<file path="config.mk">
export PLATFORM = sky130hd
export DESIGN_NAME = hard_iron_compass_heading_top
export DESIGN_NICKNAME = d
export VERILOG_FILES = /design/src/design/hic_pkg.sv /design/src/design/hic_calib.sv /design/src/design/hic_cordic.sv /design/src/design/hard_iron_compass_heading_top.sv
export SDC_FILE = /design/constraint.sdc
export NUM_CORES = 2
export LEC_CHECK = 0
export BUFFER_PORTS_ARGS = -buffer_cell sky130_fd_sc_hd__buf_4
export CAP_MARGIN = 25
export CORE_MARGIN = 3
export CORE_UTILIZATION = 35
export CTS_CLUSTER_SIZE = 14
export DETAILED_ROUTE_END_ITERATION = 12
export PLACE_DENSITY = 0.53
export SETUP_SLACK_MARGIN = 0.05
export SLEW_MARGIN = 20
export SYNTH_ARGS = -nofsm -noshare
export SYNTH_HDL_FRONTEND = slang
export SYNTH_SLANG_ARGS = --single-unit
</file>
<file path="constraint.sdc">
create_clock -name aclk -period 7.97 [get_ports aclk]
set_input_delay 0.3985 -clock aclk [delete_from_list [all_inputs] [get_ports aclk]]
set_output_delay 0.3985 -clock aclk [all_outputs]
set_load 0.05 [all_outputs]
</file>
<file path="src/design/hic_pkg.sv">
`timescale 1ns / 1ps
// ----------------------------------------------------------------------------
// hic_pkg: shared types and constants for the compass heading block
// Action codes, sequencer states, CORDIC constants and the arctangent table.
// ----------------------------------------------------------------------------
package hic_pkg;

    localparam int SAMPLE_WIDTH_DEF = 16;
    localparam int ACT_W            = 2;
    localparam int HEAD_W           = 13;
    localparam int CORDIC_STEPS     = 18;
    localparam int STEP_W           = $clog2(CORDIC_STEPS);
    localparam int FRAC_BITS        = 16;
    localparam int CORDIC_GUARD     = 4;    // CORDIC gain plus vector length
    localparam int ANG_W            = 20;   // 1/4096 degree, sum of table < 2^19
    localparam int H_CALC_W         = 22;
    localparam int ROUND_SHIFT      = 8;    // 1/4096 deg -> 1/16 deg
    localparam int HEADING_MAX      = 5760;
    localparam int HEADING_SOUTH    = 2880;

    localparam logic [ACT_W-1:0] ACT_ACQUIRE   = 2'd0;
    localparam logic [ACT_W-1:0] ACT_CALIBRATE = 2'd1;
    localparam logic [ACT_W-1:0] ACT_RUN       = 2'd2;

    // base angle plus half an output LSB for rounding
    localparam logic signed [H_CALC_W-1:0] H_BASE_POS =
        H_CALC_W'(90 * 4096 + (1 << (ROUND_SHIFT - 1)));
    localparam logic signed [H_CALC_W-1:0] H_BASE_NEG =
        H_CALC_W'(270 * 4096 + (1 << (ROUND_SHIFT - 1)));
    localparam logic signed [H_CALC_W-1:0] H_MAX_EXT = H_CALC_W'(HEADING_MAX);

    typedef enum logic [2:0] {
        ST_IDLE,
        ST_EXEC,
        ST_LOAD,
        ST_ROT,
        ST_FIN
    } hic_state_t;

    typedef struct packed {
        logic acquire;
        logic calibrate;
    } calib_ctl_t;

    // round(atan(2^-i) * 57.29 * 4096)
    function automatic logic signed [ANG_W-1:0] atan_lut(input logic [STEP_W-1:0] idx);
        logic signed [ANG_W-1:0] val;
        unique case (idx)
            5'd0:    val = 20'sd184301;
            5'd1:    val = 20'sd108799;
            5'd2:    val = 20'sd57487;
            5'd3:    val = 20'sd29181;
            5'd4:    val = 20'sd14647;
            5'd5:    val = 20'sd7331;
            5'd6:    val = 20'sd3666;
            5'd7:    val = 20'sd1833;
            5'd8:    val = 20'sd917;
            5'd9:    val = 20'sd458;
            5'd10:   val = 20'sd229;
            5'd11:   val = 20'sd115;
            5'd12:   val = 20'sd57;
            5'd13:   val = 20'sd29;
            5'd14:   val = 20'sd14;
            5'd15:   val = 20'sd7;
            5'd16:   val = 20'sd4;
            5'd17:   val = 20'sd2;
            default: val = '0;
        endcase
        return val;
    endfunction

endpackage

</file>
<file path="src/design/hic_calib.sv">
`timescale 1ns / 1ps
// ----------------------------------------------------------------------------
// hic_calib: hard-iron calibration state
// Per-axis running max/min and the midpoint offsets derived from them.
// ----------------------------------------------------------------------------
module hic_calib #(
    parameter int SAMPLE_WIDTH = hic_pkg::SAMPLE_WIDTH_DEF
) (
    input  logic                           aclk,
    input  logic                           aresetn,
    input  hic_pkg::calib_ctl_t            ctl,
    input  logic signed [SAMPLE_WIDTH-1:0] smp_x,
    input  logic signed [SAMPLE_WIDTH-1:0] smp_y,
    input  logic signed [SAMPLE_WIDTH-1:0] smp_z,
    output logic signed [SAMPLE_WIDTH-1:0] off_x,
    output logic signed [SAMPLE_WIDTH-1:0] off_y,
    output logic signed [SAMPLE_WIDTH-1:0] off_z
);
    import hic_pkg::*;

    localparam int SW = SAMPLE_WIDTH;

    logic signed [SW-1:0] max_reg [3];
    logic signed [SW-1:0] min_reg [3];
    logic signed [SW-1:0] off_reg [3];
    logic signed [SW-1:0] max_next [3];
    logic signed [SW-1:0] min_next [3];
    logic signed [SW-1:0] off_next [3];
    logic signed [SW-1:0] smp [3];
    logic signed [SW:0]   sum [3];
    logic signed [SW:0]   rnd [3];
    logic signed [SW:0]   half [3];

    assign smp[0] = smp_x;
    assign smp[1] = smp_y;
    assign smp[2] = smp_z;

    always_comb begin
        for (int k = 0; k < 3; k++) begin
            max_next[k] = max_reg[k];
            min_next[k] = min_reg[k];
            off_next[k] = off_reg[k];
            // midpoint, truncated toward zero
            sum[k]  = {max_reg[k][SW-1], max_reg[k]} + {min_reg[k][SW-1], min_reg[k]};
            rnd[k]  = sum[k] + $signed({{SW{1'b0}}, sum[k][SW]});
            half[k] = rnd[k] >>> 1;
            if (ctl.acquire) begin
                priority if (max_reg[k] == '0 && min_reg[k] == '0) begin
                    max_next[k] = smp[k];
                    min_next[k] = smp[k];
                end else if (smp[k] > max_reg[k]) begin
                    max_next[k] = smp[k];
                end else if (smp[k] < min_reg[k]) begin
                    min_next[k] = smp[k];
                end else begin
                    // inside the range: nothing moves
                    max_next[k] = max_reg[k];
                end
            end
            if (ctl.calibrate) begin
                off_next[k] = half[k][SW-1:0];
            end
        end
    end

    always_ff @(posedge aclk) begin
        for (int k = 0; k < 3; k++) begin
            if (!aresetn) begin
                max_reg[k] <= '0;
                min_reg[k] <= '0;
                off_reg[k] <= '0;
            end else begin
                max_reg[k] <= max_next[k];
                min_reg[k] <= min_next[k];
                off_reg[k] <= off_next[k];
            end
        end
    end

    assign off_x = off_reg[0];
    assign off_y = off_reg[1];
    assign off_z = off_reg[2];

endmodule

</file>
<file path="src/design/hic_cordic.sv">
`timescale 1ns / 1ps
// ----------------------------------------------------------------------------
// hic_cordic: iterative CORDIC vectoring engine
// One shared add/sub/shift step reused over all iterations, angle in 1/4096 deg.
// ----------------------------------------------------------------------------
module hic_cordic #(
    parameter int SAMPLE_WIDTH = hic_pkg::SAMPLE_WIDTH_DEF
) (
    input  logic                              aclk,
    input  logic                              aresetn,
    input  logic                              start,
    input  logic signed [SAMPLE_WIDTH:0]      cx,
    input  logic signed [SAMPLE_WIDTH:0]      cy,
    output logic                              last,
    output logic signed [hic_pkg::ANG_W-1:0]  ang
);
    import hic_pkg::*;

    localparam int CAL_W = SAMPLE_WIDTH + 1;
    localparam int CW    = CAL_W + FRAC_BITS + CORDIC_GUARD;

    logic                    busy_reg, busy_next;
    logic [STEP_W-1:0]       step_reg, step_next;
    logic signed [CW-1:0]    xv_reg, xv_next;
    logic signed [CW-1:0]    yv_reg, yv_next;
    logic signed [ANG_W-1:0] ang_reg, ang_next;

    logic signed [CAL_W-1:0] cy_abs;
    logic signed [CW-1:0]    x_init, y_init;
    logic signed [CW-1:0]    dx, dy;
    logic signed [ANG_W-1:0] tab;

    assign cy_abs = cy[CAL_W-1] ? -cy : cy;
    assign x_init = {{(CW-CAL_W){cy_abs[CAL_W-1]}}, cy_abs} <<< FRAC_BITS;
    assign y_init = {{(CW-CAL_W){cx[CAL_W-1]}}, cx} <<< FRAC_BITS;

    assign dx  = yv_reg >>> step_reg;
    assign dy  = xv_reg >>> step_reg;
    assign tab = atan_lut(step_reg);

    assign last = busy_reg && (step_reg == STEP_W'(CORDIC_STEPS - 1));

    always_comb begin
        busy_next = busy_reg;
        step_next = step_reg;
        xv_next   = xv_reg;
        yv_next   = yv_reg;
        ang_next  = ang_reg;
        if (start) begin
            busy_next = 1'b1;
            step_next = '0;
            xv_next   = x_init;
            yv_next   = y_init;
            ang_next  = '0;
        end else if (busy_reg) begin
            if (!yv_reg[CW-1]) begin
                xv_next  = xv_reg + dx;
                yv_next  = yv_reg - dy;
                ang_next = ang_reg + tab;
            end else begin
                xv_next  = xv_reg - dx;
                yv_next  = yv_reg + dy;
                ang_next = ang_reg - tab;
            end
            if (last) begin
                busy_next = 1'b0;
            end else begin
                step_next = step_reg + 1'b1;
            end
        end
    end

    always_ff @(posedge aclk) begin
        if (!aresetn) begin
            busy_reg <= 1'b0;
            step_reg <= '0;
        end else begin
            busy_reg <= busy_next;
            step_reg <= step_next;
        end
    end

    always_ff @(posedge aclk) begin
        xv_reg  <= xv_next;
        yv_reg  <= yv_next;
        ang_reg <= ang_next;
    end

    assign ang = ang_reg;

endmodule

</file>
<file path="src/design/hard_iron_compass_heading_top.sv">
`timescale 1ns / 1ps
// Sequence per input beat: a run beat with nonzero calibrated Y passes the setup states
//   EXEC and LOAD, 18 CORDIC iterations on one shared step unit in ROT, then FIN; a run
//   beat with zero calibrated Y skips ROT; other actions pass only EXEC and FIN.
// One beat in work at a time: a new beat is taken only in the idle state. A result
//   stalled in the output register keeps the beat behind it waiting in FIN.
// Reset: aresetn synchronous active low; clears max/min/offsets to zero and idles the sequencer.
// ----------------------------------------------------------------------------
// hard_iron_compass_heading_top: hard-iron calibrated compass heading
// Tracks per-axis min/max, derives offsets, and converts calibrated X/Y to a
// heading in 1/16 degree via an iterative CORDIC vectoring engine.
// ----------------------------------------------------------------------------
module hard_iron_compass_heading_top #(
    parameter int SAMPLE_WIDTH = hic_pkg::SAMPLE_WIDTH_DEF,
    localparam int S_DATA_W = ((3 * SAMPLE_WIDTH + 7) / 8) * 8,
    localparam int M_DATA_W = ((hic_pkg::HEAD_W + 3 * (SAMPLE_WIDTH + 1) + 7) / 8) * 8
) (
    input  logic                        aclk,
    input  logic                        aresetn,
    // input beat
    input  logic                        s_tvalid,
    output logic                        s_tready,
    input  logic [S_DATA_W-1:0]         s_tdata,   // x_sample, y_sample, z_sample
    input  logic [hic_pkg::ACT_W-1:0]   s_tuser,   // action
    // result beat
    output logic                        m_tvalid,
    input  logic                        m_tready,
    output logic [M_DATA_W-1:0]         m_tdata,   // heading, cal_x, cal_y, cal_z
    output logic [0:0]                  m_tuser    // heading_valid
);
    import hic_pkg::*;

    localparam int SW    = SAMPLE_WIDTH;
    localparam int CAL_W = SAMPLE_WIDTH + 1;

    hic_state_t state_reg, state_next;

    // captured input beat
    logic [ACT_W-1:0]        act_reg;
    logic signed [SW-1:0]    smp_x_reg, smp_y_reg, smp_z_reg;
    // calibrated sample
    logic signed [CAL_W-1:0] cal_x_reg, cal_y_reg, cal_z_reg;

    // output register
    logic                    m_tvalid_reg;
    logic [HEAD_W-1:0]       m_head_reg;
    logic                    m_hv_reg;
    logic signed [CAL_W-1:0] m_cx_reg, m_cy_reg, m_cz_reg;

    logic                    s_acc;
    logic                    out_free;
    logic                    out_load;
    logic                    is_run;
    logic                    cordic_start;
    logic                    cordic_last;
    calib_ctl_t              calib_ctl;
    logic signed [SW-1:0]    off_x, off_y, off_z;
    logic signed [ANG_W-1:0] ang;

    logic signed [H_CALC_W-1:0] ang_ext;
    logic signed [H_CALC_W-1:0] h_sum;
    logic signed [H_CALC_W-1:0] h_shr;
    logic [HEAD_W-1:0]          h_sat;
    logic [HEAD_W-1:0]          res_head;
    logic                       res_hv;

    assign s_acc    = s_tvalid && s_tready;
    assign out_free = !m_tvalid_reg || m_tready;
    assign is_run   = (act_reg == ACT_RUN);

    // ---------------- sequencer ----------------
    always_comb begin
        state_next = state_reg;
        unique case (state_reg)
            ST_IDLE: if (s_acc) state_next = ST_EXEC;
            ST_EXEC: state_next = is_run ? ST_LOAD : ST_FIN;
            // zero calibrated Y takes the due north/south shortcut
            ST_LOAD: state_next = (cal_y_reg != '0) ? ST_ROT : ST_FIN;
            ST_ROT:  if (cordic_last) state_next = ST_FIN;
            ST_FIN:  if (out_free) state_next = ST_IDLE;
            default: state_next = ST_IDLE;
        endcase
    end

    always_comb begin
        s_tready            = (state_reg == ST_IDLE);
        calib_ctl.acquire   = (state_reg == ST_EXEC) && (act_reg == ACT_ACQUIRE);
        calib_ctl.calibrate = (state_reg == ST_EXEC) && (act_reg == ACT_CALIBRATE);
        cordic_start        = (state_reg == ST_LOAD) && (cal_y_reg != '0);
        out_load            = (state_reg == ST_FIN) && out_free;
    end

    always_ff @(posedge aclk) begin
        if (!aresetn) begin
            state_reg <= ST_IDLE;
        end else begin
            state_reg <= state_next;
        end
    end

    // ---------------- input capture and offset removal ----------------
    always_ff @(posedge aclk) begin
        if (s_acc) begin
            act_reg   <= s_tuser;
            smp_x_reg <= s_tdata[SW-1:0];
            smp_y_reg <= s_tdata[2*SW-1:SW];
            smp_z_reg <= s_tdata[3*SW-1:2*SW];
        end
        if (state_reg == ST_EXEC) begin
            cal_x_reg <= {smp_x_reg[SW-1], smp_x_reg} - {off_x[SW-1], off_x};
            cal_y_reg <= {smp_y_reg[SW-1], smp_y_reg} - {off_y[SW-1], off_y};
            cal_z_reg <= {smp_z_reg[SW-1], smp_z_reg} - {off_z[SW-1], off_z};
        end
    end

    hic_calib #(
        .SAMPLE_WIDTH (SAMPLE_WIDTH)
    ) u_calib (
        .aclk    (aclk),
        .aresetn (aresetn),
        .ctl     (calib_ctl),
        .smp_x   (smp_x_reg),
        .smp_y   (smp_y_reg),
        .smp_z   (smp_z_reg),
        .off_x   (off_x),
        .off_y   (off_y),
        .off_z   (off_z)
    );

    hic_cordic #(
        .SAMPLE_WIDTH (SAMPLE_WIDTH)
    ) u_cordic (
        .aclk    (aclk),
        .aresetn (aresetn),
        .start   (cordic_start),
        .cx      (cal_x_reg),
        .cy      (cal_y_reg),
        .last    (cordic_last),
        .ang     (ang)
    );

    // ---------------- heading finish ----------------
    // north-referenced: 90 - a for +Y, 270 + a for -Y, rounded to 1/16 deg
    assign ang_ext = {{(H_CALC_W-ANG_W){ang[ANG_W-1]}}, ang};
    assign h_sum   = cal_y_reg[CAL_W-1] ? (H_BASE_NEG + ang_ext) : (H_BASE_POS - ang_ext);
    assign h_shr   = h_sum >>> ROUND_SHIFT;

    always_comb begin
        priority if (h_shr[H_CALC_W-1]) begin
            h_sat = '0;
        end else if (h_shr > H_MAX_EXT) begin
            h_sat = HEAD_W'(HEADING_MAX);
        end else begin
            h_sat = h_shr[HEAD_W-1:0];
        end
    end

    always_comb begin
        res_head = '0;
        res_hv   = 1'b0;
        if (is_run) begin
            if (cal_y_reg != '0) begin
                res_head = h_sat;
                res_hv   = 1'b1;
            end else if (cal_x_reg != '0) begin
                // on the X axis: due north or due south
                res_head = cal_x_reg[CAL_W-1] ? HEAD_W'(HEADING_SOUTH) : '0;
                res_hv   = 1'b1;
            end
        end
    end

    // ---------------- output register ----------------
    always_ff @(posedge aclk) begin
        if (!aresetn) begin
            m_tvalid_reg <= 1'b0;
        end else if (out_load) begin
            m_tvalid_reg <= 1'b1;
        end else if (m_tready) begin
            m_tvalid_reg <= 1'b0;
        end
    end

    always_ff @(posedge aclk) begin
        if (out_load) begin
            m_head_reg <= res_head;
            m_hv_reg   <= res_hv;
            m_cx_reg   <= is_run ? cal_x_reg : '0;
            m_cy_reg   <= is_run ? cal_y_reg : '0;
            m_cz_reg   <= is_run ? cal_z_reg : '0;
        end
    end

    assign m_tvalid = m_tvalid_reg;
    assign m_tdata  = M_DATA_W'({m_cz_reg, m_cy_reg, m_cx_reg, m_head_reg});
    assign m_tuser  = m_hv_reg;

endmodule

</file>
==> qor.yml <==
status: "finished, final reports clean"
synth_fa_ha_area_share_pct: 10.8
core.rowCount: 117
worst_r2r_path_depth: 23
cp_data_required_time_ps: 8340
rsz0062_at_grt: "false"
async_flop_share_pct: 0
grt_pass1_vias: 30000
setup_ws_ps: 738
pin_count: 121
r2r_end: "u_cordic.xv_reg[35]"
ys_seq_elements: 432
placed_area_um2: 38700
finClkSkew_ps: 31.5
syn_to_final_growth_pct: 12.2
layout_commonest_cell: "nor2_1"
drv_cap: 0
cp_slowest_stage_delay_ps: 770
post_cts_resized: 0
synth_edf_count: 208
start_kind: "flip-flop"
route.detailed.drc: 0
syn_inst: 4136
multi_input_area_um2: 23800
io_buffers: 120
finalSetupTns_ps: 0
hp-class: "in2reg"
finalWirelength_mm: 116
die_h_um: 328
cts_inserted_buffers: 53
ys_seq_area_share_pct: 29.5
synth_cell_types: 103
timing.final.crit_share_pct: 90.7
antenna_found_initial: 1
place_congestion: 0.930
overflow: 0
final_cell_mix: "425 x nor2_1, 301 x ha_1, 300 x nand2_1"
min_from: "s_tvalid"
clk_pin_slew_ps: 60
max_freq_ghz: 0.138
slowest_stage: "dfxtp_4"
cts_tree: "done"
r2r_start: "u_cordic.step_reg[1]"
synth_compound_area_share_pct: 18.5
tightest_slew_ps: 1010
drt_first_pass_iters: 6
synth_fp_nets: 4500
postRouteAntennaNets: 0
die_w_um: 328
coreArea_um2: 102000
end_kind: "flip-flop"
grt_max_degree: 78
yosysWarnings: 0
hold_viol_final: 0
arrival_ps: 7600
crit_top_cell: "o21ai_0"
worstSkewPairLatency_ps: 660
dp_hpwl_mm: 88.6
initial_core_util_pct: 35.5
drtIter0Drc: 2348
r2r_slack_ps: 740
synth_top_family_by_area: "compound AO/OA/AOI/OAI gates"
cts_buffer_depth: 3
slew_headroom_pct: 31.2
nets: 4595
setup_viol: 0
htreeDepth: 2
period_needed_ps: 7230
cp_max_fo: 46
nFillCells: 10400
power_mw: 9.15
min_to: "state_reg[0]"
cts_root_buffer: "clkbuf_16"
drive_gt1_share_pct: 10.7
grt_use_total_pct: 20.9
power.leakage_nw: 16.1
critical_path_class: "reg2reg"
irDropWorstVdd_v: 0.000152
clock_sinks: 432
whs_ps: 141
wl_per_cell_um: 20.5
dieArea_um2: 108000
synth_xor_xnor_area_share_pct: 6.85
routed_via_density: 5.55
syn_area_um2: 36400
power_density_nw_per_um2: 224
final_area_um2: 40900
regArea_um2: 10700
slew_violations: 0
preCtsSetupSlack_ps: 897
synth_flop_cell: "dfxtp_1"
synth_mux_area_share_pct: 12.0
path_cells: "buf_4, mux4_2, mux2i_1, mux2i_1, a211oi_1, nand2_1, nor3_1, inv_1, nor2_1, a21oi_1, xnor2_1, ha_1, and3_1, a221oi_1, o21ai_0, nor3_1, o21ai_0, a21oi_1, o21ai_0, a41o_1, o41a_1, xnor2_1, o21ai_0"
synth_simple_gate_area_share_pct: 17.1
vias: 31300
min_path_cells: 5
grt_first_pass_wirelength_mm: 179
syn_avg_cell_area_um2: 8.80
## critical path: cells and delay by family (launching register included)
| family | cells | cell delay (ps) |
|---|---|---|
| buffers and inverters | 2 | 470 |
| multiplexers | 3 | 1170 |
| AO/OA/AOI/OAI | 10 | 2710 |
| adder cells (fa/ha/maj) | 1 | 290 |
| AND/OR/NAND/NOR | 5 | 1200 |
| XOR/XNOR | 2 | 330 |
| flip-flops | 1 | 770 |
## through the flow
step,std cells,utilization (%)
floorplan,4136,-
global placement,5489,37.7
detailed placement,5494,37.7
CTS,5643,39.9
global route,5643,39.9
finish,5644,39.9
## synthesized netlist by cell type (all sizes together) (45+ instances only)
master / count / share of area (%)
a211oi: 72 / 1.5
a21o: 87 / 1.8
a21oi: 260 / 3.6
and2: 76 / 1.3
buf: 71 / 1.3
clkbuf: 118 / 1.2
dfxtp: 224 / 12
edfxtp: 208 / 17
ha: 301 / 10
inv: 271 / 2.8
mux2: 51 / 1.6
mux2i: 175 / 4.8
mux4: 89 / 5.5
nand2: 301 / 3.1
nand3: 131 / 1.8
nor2: 428 / 4.4
nor2b: 45 / 0.77
nor3: 76 / 1.1
nor4: 46 / 0.83
o21ai: 224 / 3.1
o22ai: 49 / 0.84
xnor2: 177 / 4.3
xor2: 107 / 2.6
## power by group
group / total (mW) / switching, mW / internal, mW
sequential: 2.96 / 0.385 / 2.58
clock: 2.40 / 1.03 / 1.37
combinational: 3.79 / 2.16 / 1.64
total: 9.15 / 3.57 / 5.58
## how the worst max path moves through the flow
stage                               from  cells after the start                  end  slack (ps)
floorplan                   state_reg[2]                      3          m_cx_reg[0]         400
global placement    u_cordic.step_reg[1]                     24  u_cordic.yv_reg[33]         950
detailed placement  u_cordic.step_reg[1]                     23  u_cordic.xv_reg[35]         900
CTS                 u_cordic.step_reg[1]                     23  u_cordic.xv_reg[35]         850
global route        u_cordic.step_reg[1]                     23  u_cordic.xv_reg[35]         220
finish              u_cordic.step_reg[1]                     23  u_cordic.xv_reg[35]         740
## metal layers
metal / global-route usage, % / up-vias / routed length (um)
met5: 0 / - / 0
met4: 6.20 / 0 / 3470
met3: 3.01 / 175 / 6240
met2: 33.3 / 894 / 51800
met1: 29.4 / 14900 / 54500
li1: - / 15400 / -
## logic make-up after synthesis
| logic type | after synthesis |
|---|---|
| AND/OR/NAND/NOR | 1299 |
| XOR/XNOR | 284 |
| AO/OA/AOI/OAI | 1034 |
| adder cells (fa/ha/maj) | 310 |
| multiplexers | 315 |
| buffers and inverters | 462 |
| flip-flops | 432 |
## final cells by class
cell class / instances / area share [%]
diodes: 1 / 0.00613
clock buffers: 70 / 3.43
clock inverters: 29 / 0.698
inverters: 273 / 2.51
multi-input cells: 3242 / 58.3
flip-flops and latches: 432 / 26.3
well taps: 1368 / 4.19
repair buffers: 229 / 4.59
## timing repair
action	in CTS	in global routing
setup buffers	0	0
endpoints found under the setup margin	0	0
hold buffers	50	0
hold endpoints to repair	50	0
Note: power is estimated with default switching activity, not from simulation.
